==> src/hw/rtl/iec104_pkg.sv <==
// ----------------------------------------------------------------------------
// IEC 104 APCI parser package
// Shared constants, frame state and result types, U-frame function lookup.
// ----------------------------------------------------------------------------
package iec104_pkg;

  localparam int PosW = 9;
  localparam logic [PosW-1:0] POS_MAX = '1;

  localparam logic [7:0] START_BYTE = 8'h68;

  // configuration register indexes
  localparam logic CFG_COT_SIZE = 1'b0;
  localparam logic CFG_CA_SIZE  = 1'b1;

  typedef enum logic [1:0] {
    KIND_I     = 2'd0,
    KIND_S     = 2'd1,
    KIND_U     = 2'd2,
    KIND_SHORT = 2'd3
  } frame_kind_t;

  // error mask bit positions
  localparam int ERR_TOO_SHORT    = 0;
  localparam int ERR_BAD_START    = 1;
  localparam int ERR_LEN_MISMATCH = 2;
  localparam int ERR_NO_APCI      = 3;
  localparam int ERR_NO_ASDU      = 4;
  localparam int ERR_SHORT_HDR    = 5;
  localparam int ERR_PRIV_TYPE    = 6;
  localparam int ERR_ZERO_OBJ     = 7;
  localparam int ERR_S_CF2        = 8;
  localparam int ERR_S_LEN        = 9;
  localparam int ERR_U_CF         = 10;
  localparam int ERR_U_LEN        = 11;

  // U-frame function codes
  localparam logic [2:0] UF_UNKNOWN     = 3'd0;
  localparam logic [2:0] UF_STARTDT_ACT = 3'd1;
  localparam logic [2:0] UF_STARTDT_CON = 3'd2;
  localparam logic [2:0] UF_STOPDT_ACT  = 3'd3;
  localparam logic [2:0] UF_STOPDT_CON  = 3'd4;
  localparam logic [2:0] UF_TESTFR_ACT  = 3'd5;
  localparam logic [2:0] UF_TESTFR_CON  = 3'd6;

  typedef struct packed {
    logic        start_error;
    logic [7:0]  decl_len;
    logic [7:0]  cf1;
    logic [7:0]  cf2;
    logic [7:0]  cf3;
    logic [7:0]  cf4;
    logic [7:0]  hdr_type;
    logic [7:0]  hdr_qual;
    logic [7:0]  hdr_cause;
    logic [7:0]  hdr_orig;
    logic [15:0] hdr_addr;
  } frame_state_t;

  typedef struct packed {
    logic [1:0]  frame_kind;
    logic [14:0] send_seq;
    logic [14:0] recv_seq;
    logic [2:0]  u_function;
    logic [7:0]  type_id;
    logic [6:0]  object_count;
    logic        sequence_flag;
    logic [5:0]  cause;
    logic [1:0]  cot_flags;
    logic [7:0]  originator;
    logic [15:0] common_address;
    logic [11:0] error_mask;
  } result_t;

  function automatic logic [2:0] u_code(input logic [7:0] cf1);
    logic [2:0] code;
    unique case (cf1)
      8'h07:   code = UF_STARTDT_ACT;
      8'h0B:   code = UF_STARTDT_CON;
      8'h13:   code = UF_STOPDT_ACT;
      8'h23:   code = UF_STOPDT_CON;
      8'h43:   code = UF_TESTFR_ACT;
      8'h83:   code = UF_TESTFR_CON;
      default: code = UF_UNKNOWN;
    endcase
    return code;
  endfunction

endpackage

==> src/hw/rtl/iec104_decode.sv <==
// ----------------------------------------------------------------------------
// IEC 104 frame decode
// Classifies a finished frame and builds its result from the frame state.
// ----------------------------------------------------------------------------
module iec104_decode (
  input  logic [8:0]                  last_pos,
  input  iec104_pkg::frame_state_t    frame,
  input  logic                        cot2,
  input  logic                        ca2,
  output iec104_pkg::result_t         result
);
  import iec104_pkg::*;

  logic [8:0] hdr_end;
  logic [8:0] len_after;

  // header complete when at least 9 bytes, plus one per two-byte cot or ca size, precede the last one
  assign hdr_end   = 9'd9 + {8'd0, cot2} + {8'd0, ca2};
  assign len_after = last_pos - 9'd1;

  always_comb begin
    result            = '0;
    result.frame_kind = KIND_SHORT;
    if (last_pos == '0) begin
      result.error_mask[ERR_TOO_SHORT] = 1'b1;
    end else begin
      result.error_mask[ERR_BAD_START]    = frame.start_error;
      result.error_mask[ERR_LEN_MISMATCH] = ({1'b0, frame.decl_len} != len_after);
      if (last_pos < 9'd5) begin
        result.error_mask[ERR_NO_APCI] = 1'b1;
      end else if (!frame.cf1[0]) begin
        result.frame_kind = KIND_I;
        result.send_seq   = {frame.cf2[7:0], frame.cf1[7:1]};
        result.recv_seq   = {frame.cf4[7:0], frame.cf3[7:1]};
        if (last_pos == 9'd5) begin
          result.error_mask[ERR_NO_ASDU] = 1'b1;
        end else if (last_pos < hdr_end) begin
          result.error_mask[ERR_SHORT_HDR] = 1'b1;
        end else begin
          result.type_id        = frame.hdr_type;
          result.object_count   = frame.hdr_qual[6:0];
          result.sequence_flag  = frame.hdr_qual[7];
          result.cause          = frame.hdr_cause[5:0];
          result.cot_flags      = {frame.hdr_cause[7], frame.hdr_cause[6]};
          result.originator     = cot2 ? frame.hdr_orig : 8'd0;
          result.common_address = ca2 ? frame.hdr_addr : {8'd0, frame.hdr_addr[7:0]};
          result.error_mask[ERR_PRIV_TYPE] = frame.hdr_type[7];
          result.error_mask[ERR_ZERO_OBJ]  = (frame.hdr_qual[6:0] == 7'd0);
        end
      end else if (!frame.cf1[1]) begin
        result.frame_kind = KIND_S;
        result.recv_seq   = {frame.cf4[7:0], frame.cf3[7:1]};
        result.error_mask[ERR_S_CF2] = (frame.cf2 != 8'd0);
        result.error_mask[ERR_S_LEN] = (last_pos != 9'd5);
      end else begin
        result.frame_kind = KIND_U;
        result.u_function = u_code(frame.cf1);
        result.error_mask[ERR_U_CF]  = ((frame.cf2 | frame.cf3 | frame.cf4) != 8'd0);
        result.error_mask[ERR_U_LEN] = (last_pos != 9'd5);
      end
    end
  end

endmodule

==> src/hw/rtl/iec104_apci_frame_parser_core.sv <==
// ----------------------------------------------------------------------------
// IEC 104 APCI frame parser core
// Parses an APDU byte stream and gives one decoded result per frame.
// ----------------------------------------------------------------------------
//   channel  direction  handshake          payload
//   in       input      in_valid/in_stall  data_byte, last_byte
//   out      output     out_valid/out_stall frame_kind .. error_mask
//   cfg      input      cfg_write          cfg_index, cfg_data
//
// One byte per cycle while in_stall is low; the result of a frame appears the
// cycle after its last byte is taken, set by the single result register
// behind the decode logic. Reset clears the byte position, frame state and
// output valid, and sets both size registers to 2.
// in_stall is high only while a result waits and out_stall holds it.
// ----------------------------------------------------------------------------
module iec104_apci_frame_parser_core (
  input  logic        clk,
  input  logic        rst,
  input  logic        in_valid,
  output logic        in_stall,
  input  logic [7:0]  data_byte,
  input  logic        last_byte,
  output logic        out_valid,
  input  logic        out_stall,
  output logic [1:0]  frame_kind,
  output logic [14:0] send_seq,
  output logic [14:0] recv_seq,
  output logic [2:0]  u_function,
  output logic [7:0]  type_id,
  output logic [6:0]  object_count,
  output logic        sequence_flag,
  output logic [5:0]  cause,
  output logic [1:0]  cot_flags,
  output logic [7:0]  originator,
  output logic [15:0] common_address,
  output logic [11:0] error_mask,
  input  logic        cfg_write,
  input  logic        cfg_index,
  input  logic [1:0]  cfg_data
);
  import iec104_pkg::*;

  logic [1:0]     cot_size;
  logic [1:0]     ca_size;
  logic [8:0]     byte_position;
  logic [8:0]     byte_position_next;
  frame_state_t   frame;
  frame_state_t   frame_next;
  result_t        result_next;
  result_t        result;
  logic           in_accept;
  logic           cot2;
  logic           ca2;
  logic [8:0]     ca_off;

  assign in_stall  = out_valid & out_stall;
  assign in_accept = in_valid & ~in_stall;

  // values 0 and 1 act as one byte, 2 and 3 as two
  assign cot2   = cot_size[1];
  assign ca2    = ca_size[1];
  // common address starts right after the cause bytes
  assign ca_off = 9'd9 + {8'd0, cot2};

  always_ff @(posedge clk) begin
    if (rst) begin
      cot_size <= 2'd2;
      ca_size  <= 2'd2;
    end else if (cfg_write) begin
      unique case (cfg_index)
        CFG_COT_SIZE: cot_size <= cfg_data;
        CFG_CA_SIZE:  ca_size  <= cfg_data;
        default:      cot_size <= cot_size;
      endcase
    end
  end

  always_comb begin
    frame_next = frame;
    if (byte_position == 9'd0) begin
      frame_next.start_error = (data_byte != START_BYTE);
      frame_next.decl_len    = 8'd0;
      frame_next.hdr_type    = 8'd0;
      frame_next.hdr_qual    = 8'd0;
      frame_next.hdr_cause   = 8'd0;
      frame_next.hdr_orig    = 8'd0;
      frame_next.hdr_addr    = 16'd0;
    end else if (byte_position == 9'd1) begin
      frame_next.decl_len = data_byte;
    end else if (byte_position == 9'd2) begin
      frame_next.cf1 = data_byte;
    end else if (byte_position == 9'd3) begin
      frame_next.cf2 = data_byte;
    end else if (byte_position == 9'd4) begin
      frame_next.cf3 = data_byte;
    end else if (byte_position == 9'd5) begin
      frame_next.cf4 = data_byte;
    end else if (byte_position == 9'd6) begin
      frame_next.hdr_type = data_byte;
    end else if (byte_position == 9'd7) begin
      frame_next.hdr_qual = data_byte;
    end else if (byte_position == 9'd8) begin
      frame_next.hdr_cause = data_byte;
    end else begin
      if (byte_position == 9'd9 && cot2) begin
        frame_next.hdr_orig = data_byte;
      end
      if (byte_position == ca_off) begin
        frame_next.hdr_addr[7:0] = data_byte;
      end else if (byte_position == ca_off + 9'd1 && ca2) begin
        frame_next.hdr_addr[15:8] = data_byte;
      end
    end
  end

  always_comb begin
    if (last_byte) begin
      byte_position_next = 9'd0;
    end else if (byte_position != POS_MAX) begin
      byte_position_next = byte_position + 9'd1;
    end else begin
      byte_position_next = byte_position;
    end
  end

  iec104_decode u_decode (
    .last_pos (byte_position),
    .frame    (frame_next),
    .cot2     (cot2),
    .ca2      (ca2),
    .result   (result_next)
  );

  always_ff @(posedge clk) begin
    if (rst) begin
      byte_position <= 9'd0;
      frame         <= '0;
    end else if (in_accept) begin
      byte_position <= byte_position_next;
      frame         <= frame_next;
    end
  end

  always_ff @(posedge clk) begin
    if (rst) begin
      out_valid <= 1'b0;
    end else if (in_accept && last_byte) begin
      out_valid <= 1'b1;
    end else if (!out_stall) begin
      out_valid <= 1'b0;
    end
  end

  // load the result with the last byte of a frame
  always_ff @(posedge clk) begin
    if (in_accept && last_byte) begin
      result <= result_next;
    end
  end

  assign frame_kind     = result.frame_kind;
  assign send_seq       = result.send_seq;
  assign recv_seq       = result.recv_seq;
  assign u_function     = result.u_function;
  assign type_id        = result.type_id;
  assign object_count   = result.object_count;
  assign sequence_flag  = result.sequence_flag;
  assign cause          = result.cause;
  assign cot_flags      = result.cot_flags;
  assign originator     = result.originator;
  assign common_address = result.common_address;
  assign error_mask     = result.error_mask;

`ifndef ASSERT_OFF
  a_rose_after_last: assert property (@(posedge clk) disable iff (rst)
    $rose(out_valid) |-> $past(in_accept && last_byte))
    else $error("result shown without a finished frame");

  a_pos_restart: assert property (@(posedge clk) disable iff (rst)
    (in_accept && last_byte) |=> (byte_position == 9'd0))
    else $error("byte position not restarted after last byte");

  a_short_fields_zero: assert property (@(posedge clk) disable iff (rst)
    (out_valid && frame_kind == KIND_SHORT) |->
      (send_seq == 15'd0 && recv_seq == 15'd0 && type_id == 8'd0 &&
       error_mask[11:4] == 8'd0))
    else $error("unclassified frame carries decoded fields");

  a_ns_only_i: assert property (@(posedge clk) disable iff (rst)
    (out_valid && frame_kind != KIND_I) |-> (send_seq == 15'd0 && type_id == 8'd0))
    else $error("send sequence or header set outside an I frame");
`endif

endmodule

==> config.mk <==
export PLATFORM = sky130hd
export DESIGN_NAME = iec104_apci_frame_parser_core
export DESIGN_NICKNAME = d
export VERILOG_FILES = /design/src/hw/rtl/iec104_pkg.sv /design/src/hw/rtl/iec104_decode.sv /design/src/hw/rtl/iec104_apci_frame_parser_core.sv
export SDC_FILE = /design/constraint.sdc
export NUM_CORES = 1
export LEC_CHECK = 0
export BUFFER_PORTS_ARGS = -buffer_cell sky130_fd_sc_hd__buf_2
export CAP_MARGIN = 20
export CORE_MARGIN = 1.5
export CORE_UTILIZATION = 27
export DETAILED_ROUTE_END_ITERATION = 12
export PLACE_DENSITY = 0.52
export SYNTH_ARGS = -nofsm -noshare
export SYNTH_HDL_FRONTEND = slang
export SYNTH_SLANG_ARGS = --single-unit
export TNS_END_PERCENT = 10
==> constraint.sdc <==
create_clock -name clk -period 3.45 [get_ports clk]
set_input_delay 0 -clock clk [delete_from_list [all_inputs] [get_ports clk]]
set_output_delay 0 -clock clk [all_outputs]
set_load 0.01 [all_outputs]
==> metrics.csv, run 1 <==
stage;metric;value;unit
sta;final-report setup violation count;0;
detailed_routing;per-cell routed wire length;17.0;um
cells_and_area;layout cell share with drive strength beyond 1;18.3;%
detailed_routing;vias post-DR;6809;
clock_tree;clk sinks;195;
worst_hold_path;worst min path class;in2reg;
sta;Final Hold Viols;0;
power;maximum VDD drop;0.000335;V
place;Port Buffers;112;
cells_and_area;fillers;3411;
floorplan;die span in y;185;um
sta;Rel. slew slack;39.0;%
sta;Fmax;0.334;GHz
sta;clk_skew;0.0198;ns
floorplan;Core Rows;66;
global_route;GRT Total Usage;14.5;%
cells_and_area;Area Overhead vs Synth;18.5;%
global_route;vias in the first global route;6541;
clock_tree;clock buffer depth;2;
sta;RSZ-0062 raised after global routing;false;
setup_path;slowest CP cell;nor2_1;
yosys;sequential fraction of the synthesis area;54.4;%
sta;smallest hold slack;0.00255;ns
power;total power;4.76;mW
job;max-capacitance violation count;0;
global_route;initial antenna violation count;0;
sta;TNS Setup;0;ns
setup_path;crit path max fanout;11;
floorplan;die area;34100;sq um
setup_path;Critical Path AT;3.37;ns
detailed_routing;first-iteration detailed-routing DRC count;488;
sta;Final Critical Period;2.99;ns
sta;fin. max-slew vios;0;
setup_path;slowest stage delay, CP;0.65;ns
power;P per Cell Area;452;nW/um^2
sta;Final Cycle Share;86.7;%
sta;Worst-Margin Slew;0.916;ns
yosys;Post-Synthesis Cells;893;
detailed_routing;first-pass iteration count of the detailed router;5;
power;leakage;4.20;nW
place;gpl congestion;0.793;
yosys;Post-Syn Area;8900;sq um
setup_path;CP Cell Sequence;inv_1, ha_1, nor3b_1, buf_4, nand4_1, nor2_1, a22oi_1, nor2_1;
yosys;distinct cell type count after synthesis;58;
floorplan;die width;185;um
detailed_routing;Via density;4.75;
yosys;Primary FF master, synth;dfxtp_1;
clock_tree;CTS tree;yes;
clock_tree;Clk pin slew, worst setup/hold paths;0.08;ns
global_route;wire length of the first global-routing pass;37700;um
clock_tree;H-tree levels;4;
setup_path;Worst setup EP type;flop;
yosys;syn_area_per_cell;9.97;sq um
setup_path;crit path launch type;flop;
clock_tree;clk_lat worst skew;0.44;ns
yosys;#FFs+latches synth;195;
yosys;Syn Nets;920;
yosys;number of flops mapped to enable cells by yosys;94;
cells_and_area;Final nets;1005;
detailed_routing;Post-Route WL;24400;um
cells_and_area;most common cell after layout, fill and taps aside;nor2_1;
global_route;pin count of the biggest net entering global routing;58;
setup_path;most frequent CP cell;nor2_1;
yosys;Syn. warnings;0;
floorplan;core area;32500;sq um
setup_path;CP Data Required Time;3.83;ns
yosys;Synth async-reset ratio;0;%
clock_tree;Num CTS Buffers;17;
floorplan;Top Ports;114;
global_route;grt ovf;0;
status;status;finished, final reports clean;
place;DP Wirelength;15700;um
cells_and_area;most frequent cells in the layout;nor2_1 (179), buf_2 (112), dfxtp_1 (101), edfxtp_1 (94), mux2i_1 (78);
detailed_routing;DR DRC count;0;
clock_tree;CTS root buffer;clkbuf_16;
setup_path;crit path kind;reg2reg;
floorplan;Initial Util;27.4;%
detailed_routing;post-route ant nets;0;
cells_and_area;n_diodes;0;
==> cell type report <==
cell class	instances	area [sq um]	area share, %
repair buffers	141	821	7.78
flip-flops and latches	195	4840	45.9
clock buffers	20	468	4.44
inverters	9	36.3	0.344
well taps	442	553	5.24
multi-input cells	614	3710	35.2
clock inverters	12	114	1.08
==> per-layer routing <==
layer | vias up | share of wire (%) | global-route usage [%]
met4 | 0 | 0.95 | 3.54
li1 | 3341 | - | -
met1 | 3309 | 47 | 19.8
met2 | 144 | 47 | 23.6
met5 | - | 0 | 0
met3 | 15 | 4.4 | 2.90
==> final timing paths <==
check                           slack [ns]  cells after the start              from                to
worst max register to register        0.46                      8  byte_position[0]         frame[19]
worst min register to register        0.50                      2         frame[65]         frame[65]
worst min-delay path                 0.003                      3         last_byte  byte_position[2]
worst max-delay path                  0.46                      8  byte_position[0]         frame[19]
==> metrics by stage <==
stage          util (%)  cell area (sq um)  cells  worst slack [ns]
2_1_floorplan         -               8900    893             0.158
3_3_place_gp       30.4               9900   1394             0.557
3_5_place_dp       30.4               9900   1394             0.498
4_1_cts            32.4              10500   1433             0.469
5_1_grt            32.4              10500   1433             0.108
6_report           32.4              10500   1433             0.459
==> worst max-delay path, delay by kind of cell, from the launching register on <==
kind | cells | cell delay [ns]
simple gates | 4 | 1.57
flops | 1 | 0.51
buf+inv | 2 | 0.40
fa+ha+maj | 1 | 0.30
compound gates | 1 | 0.14
==> cell usage after synthesis (all sizes together) (3+ instances only) <==
cell,instances,area share [%]
o21ai,22,1.2
dfxtp,101,23
nor4b,3,0.37
mux2i,78,8.8
or2,5,0.35
ha,10,1.4
xor2,7,0.69
or4,6,0.51
nand2b,4,0.28
nor2,181,7.7
nor3b,6,0.56
o211ai,3,0.25
a31oi,5,0.35
edfxtp,94,32
nor3,26,1.5
o21a,4,0.34
nor4,11,0.94
a22oi,67,5.9
a21oi,46,2.6
and2,3,0.21
a21o,3,0.25
buf,17,1.1
nand4,5,0.42
nand3,21,1.2
clkbuf,58,2.4
xnor2,11,1.1
nand2,63,2.7
inv,8,0.34
nor2b,4,0.28
==> what timing repair did <==
item	CTS	global route
endpoints found under the hold margin	5	0
hold buffers	7	0
buffers inserted	0	0
resized for setup	0	0
==> flip-flops by register name, summed over array words and instances (netlist names), 7 cells and up <==
name and cells:
recv_seq 15, common_address 16, frame 89, type_id 7, byte_position 9, object_count 7
send_seq 15, error_mask 12, originator 8
==> logic make-up after synthesis <==
family / Yosys count / share of synthesized area [%]
mux: 80 / 9.06
xor+xnor: 18 / 1.77
flops: 195 / 54.4
fa+ha+maj: 10 / 1.41
buf+inv: 84 / 3.96
compound gates: 161 / 11.9
simple gates: 345 / 17.5
==> power breakdown <==
group	internal (mW)	switching, mW
logic	0.0840	0.214
registers	2.46	0.0174
clock network	1.02	0.972
total	3.56	1.20
No activity file was read; power rests on OpenSTA's default activity.
==> run 2, diff against run 1 <==
ABC_AREA = 1   (was not set)
CTS_CLUSTER_DIAMETER = 120   (was not set)
PLACE_DENSITY = 0.5   (was 0.52)
clock period = 3.7 ns   (was 3.45 ns; I/O delays follow)
==> metrics.csv, run 2 <==
stage;metric;value;unit;change
floorplan;die span in y;190;um;was 185 um
setup_path;CP Data Required Time;4.10;ns;was 3.83 ns
detailed_routing;Post-Route WL;26500;um;was 24400 um
sta;clk_skew;0.0212;ns;was 0.0198 ns
floorplan;Core Rows;68;;was 66
floorplan;core area;34500;sq um;was 32500 sq um
floorplan;Initial Util;27.4;%;about the same
yosys;Synth async-reset ratio;0;%;unchanged
cells_and_area;most frequent cells in the layout;nand2_1 (218), inv_1 (128), nor2_1 (128), o21ai_0 (119), buf_2 (112);;was nor2_1 (179), buf_2 (112), dfxtp_1 (101), edfxtp_1 (94), mux2i_1 (78)
global_route;GRT Total Usage;14.7;%;was 14.5%
clock_tree;H-tree levels;4;;unchanged
detailed_routing;first-pass iteration count of the detailed router;5;;unchanged
status;status;finished, final reports clean;;unchanged
detailed_routing;DR DRC count;0;;unchanged
yosys;most frequent cell after synthesis;nand2_1;;was nor2_1
sta;Worst-Margin Slew;0.724;ns;was 0.916 ns
cells_and_area;Largest register FFs;89;;unchanged
setup_path;crit path kind;reg2reg;;unchanged
place;Inst Count DP;1688;;was 1394
setup_path;crit path max fanout;9;;was 11
sta;Rel. slew slack;51.8;%;was 39.0%
place;pre-CTS setup slack;0.617;ns;was 0.498 ns
power;total power;4.77;mW;was 4.76 mW
clock_tree;clk_lat worst skew;0.45;ns;was 0.44 ns
setup_path;crit path launch type;flop;;unchanged
place;DP Wirelength;18000;um;was 15700 um
global_route;vias in the first global route;7237;;was 6541
yosys;Syn. warnings;0;;unchanged
global_route;initial antenna violation count;0;;unchanged
setup_path;Reg-to-Reg End;byte_position[1];;was frame[19]
cells_and_area;layout cell share with drive strength beyond 1;16.4;%;was 18.3%
cells_and_area;most common cell after layout, fill and taps aside;nand2_1;;was nor2_1
clock_tree;Num CTS Buffers;17;;unchanged
yosys;sequential fraction of the synthesis area;51.3;%;was 54.4%
detailed_routing;first-iteration detailed-routing DRC count;665;;was 488
clock_tree;Clk pin slew, worst setup/hold paths;0.08;ns;about the same
clock_tree;clock buffer depth;2;;unchanged
yosys;#FFs+latches synth;195;;unchanged
detailed_routing;Via density;4.62;;was 4.75
floorplan;die area;36100;sq um;was 34100 sq um
clock_tree;clk sinks;195;;unchanged
sta;final-report setup violation count;0;;unchanged
yosys;Syn Nets;1186;;was 920
cells_and_area;Post-Layout Cell Count;1730;;was 1433
clock_tree;post-CTS sizing;0;;unchanged
sta;Final Cycle Share;85.3;%;was 86.7%
sta;Final Hold Viols;0;;unchanged
cells_and_area;Area Overhead vs Synth;17.6;%;was 18.5%
cells_and_area;Top reg by flops;frame;;unchanged
yosys;Primary FF master, synth;dfxtp_1;;unchanged
sta;Final Critical Period;3.16;ns;was 2.99 ns
sta;TNS Setup;0;ns;unchanged
clock_tree;CTS root buffer;clkbuf_16;;unchanged
global_route;grt ovf;0;;unchanged
cells_and_area;n_diodes;0;;unchanged
place;Port Buffers;112;;unchanged
sta;Fmax;0.317;GHz;was 0.334 GHz
setup_path;Worst R2R Setup Slack;0.54;ns;was 0.46 ns
sta;fin. max-slew vios;0;;unchanged
power;P per Cell Area;430;nW/um^2;was 452 nW/um^2
setup_path;R2R depth;11;;was 8
cells_and_area;Final Util;32.3;%;was 32.4%
yosys;Synth area leaders;edfxtp_1 (30%), dfxtp_1 (21%), nand2_1 (8.7%);;was edfxtp_1 (32%), dfxtp_1 (23%), mux2i_1 (8.8%)
worst_hold_path;worst min path class;in2reg;;unchanged
yosys;number of flops mapped to enable cells by yosys;94;;unchanged
detailed_routing;per-cell routed wire length;15.3;um;was 17.0 um
setup_path;Worst setup endpoint;byte_position[1];;was frame[19]
cells_and_area;Final nets;1289;;was 1005
detailed_routing;vias post-DR;7991;;was 6809
global_route;pin count of the biggest net entering global routing;96;;was 58
yosys;distinct cell type count after synthesis;40;;was 58
yosys;syn_area_per_cell;8.15;sq um;was 9.97 sq um
global_route;wire length of the first global-routing pass;41200;um;was 37700 um
floorplan;die width;190;um;was 185 um
clock_tree;CTS tree;yes;;unchanged
job;max-capacitance violation count;0;;unchanged
detailed_routing;post-route ant nets;0;;unchanged
setup_path;CP startpoint;byte_position[1];;was byte_position[0]
power;leakage;4.73;nW;was 4.20 nW
setup_path;Worst setup EP type;flop;;unchanged
yosys;most instantiated cells after synthesis;nand2_1 (218), inv_1 (129), nor2_1 (129);;was nor2_1 (179), dfxtp_1 (101), edfxtp_1 (94)
power;maximum VDD drop;0.000277;V;was 0.000335 V
setup_path;reg-to-reg startpoint;byte_position[1];;was byte_position[0]
floorplan;Top Ports;114;;unchanged
place;gpl congestion;0.846;;was 0.793
yosys;Post-Syn Area;9450;sq um;was 8900 sq um
sta;Final WS setup;0.543;ns;was 0.459 ns
yosys;Synth top area share;29.9;%;was 31.7%
sta;RSZ-0062 raised after global routing;false;;unchanged
setup_path;Critical Path AT;3.56;ns;was 3.37 ns
yosys;Post-Synthesis Cells;1159;;was 893
yosys;cell taking the most area after synthesis;edfxtp_1;;unchanged
[run 2: changes by cell type in the layout (fill, tap and decap cells not counted), moves of 51 or more]
cell	previous run	this run
a21oi_1	46	98
a22oi_1	65	0
inv_1	7	128
mux2i_1	78	0
nand2_1	63	218
nand3_1	21	88
nor2_1	179	128
o21ai_0	21	119
[run 2: layer usage]
layer,vias to the layer above,GRT usage [%],wire (um)
met5,-,0,0
met4,0,4.03,320
met3,22,2.66,1220
met1,3730,21.1,13200
met2,175,22.6,11800
li1,4064,-,-
[run 2: cells by family (layout without fill, tap and decap cells)]
family                     Yosys count  in the layout  synth area share, %
AOI/OAI and AO/OA                  259            259                 14.4
adders and majority gates           10             10                 1.32
DFF                                195            195                 51.3
buffers and inverters              197            313                 8.59
xor gates and xnor gates            10             10                0.927
and+or+nand+nor                    488            488                 23.5
[run 2: critical path, cell delays in order (launching register included)]
cell and delay (ns):
dfxtp_1 0.51, ha_1 0.34, nand2_1 0.10, nor3_1 0.27
nand2_1 0.12, nor3_1 0.20, ha_1 0.20, nor2_1 0.12
nor2_1 0.46, nand2_1 0.10, a21oi_1 0.13, dlygate4sd3_1 0.55
[run 2: per-stage QoR]
step	instance area, sq um	hold WS (ns)
after floorplan	9460	0.125
after global placement	10400	0.254
after detailed placement	10400	0.257
after CTS	11100	0.000849
after global routing	11100	0.0284
final	11100	0.0227
[run 2: area by class of cell]
class,count,area (sq um)
Fill cell,3646,23300
Sequential cell,195,4840
Multi-Input combinational cell,767,3800
Timing Repair Buffer,137,786
Tap cell,455,569
Inverter,144,543
Clock buffer,17,425
Clock inverter,15,146
[run 2: repair_timing]
action,4_1_cts,5_1_grt
endpoints found under the hold margin,5,0
setup endpoints to repair,0,0
buffers inserted,0,0
hold buffers,10,0
[run 2: worst min path at each step]
stage	from	to	slack (ns)	depth (start not counted)
5_1_grt	data_byte[5]	frame[88]	0.03	4
3_3_place_gp	cfg_data[1]	ca_size[1]	0.25	3
6_report	data_byte[5]	frame[88]	0.02	4
4_1_cts	data_byte[5]	frame[88]	0.0008	4
2_1_floorplan	out_stall	in_stall	0.12	2
3_5_place_dp	cfg_data[1]	ca_size[1]	0.26	3
[run 2: report_power, final]
group / internal (mW) / switching [mW] / total (mW)
logic: 0.164 / 0.356 / 0.520
clock network: 0.950 / 0.901 / 1.85
registers: 2.36 / 0.0479 / 2.40
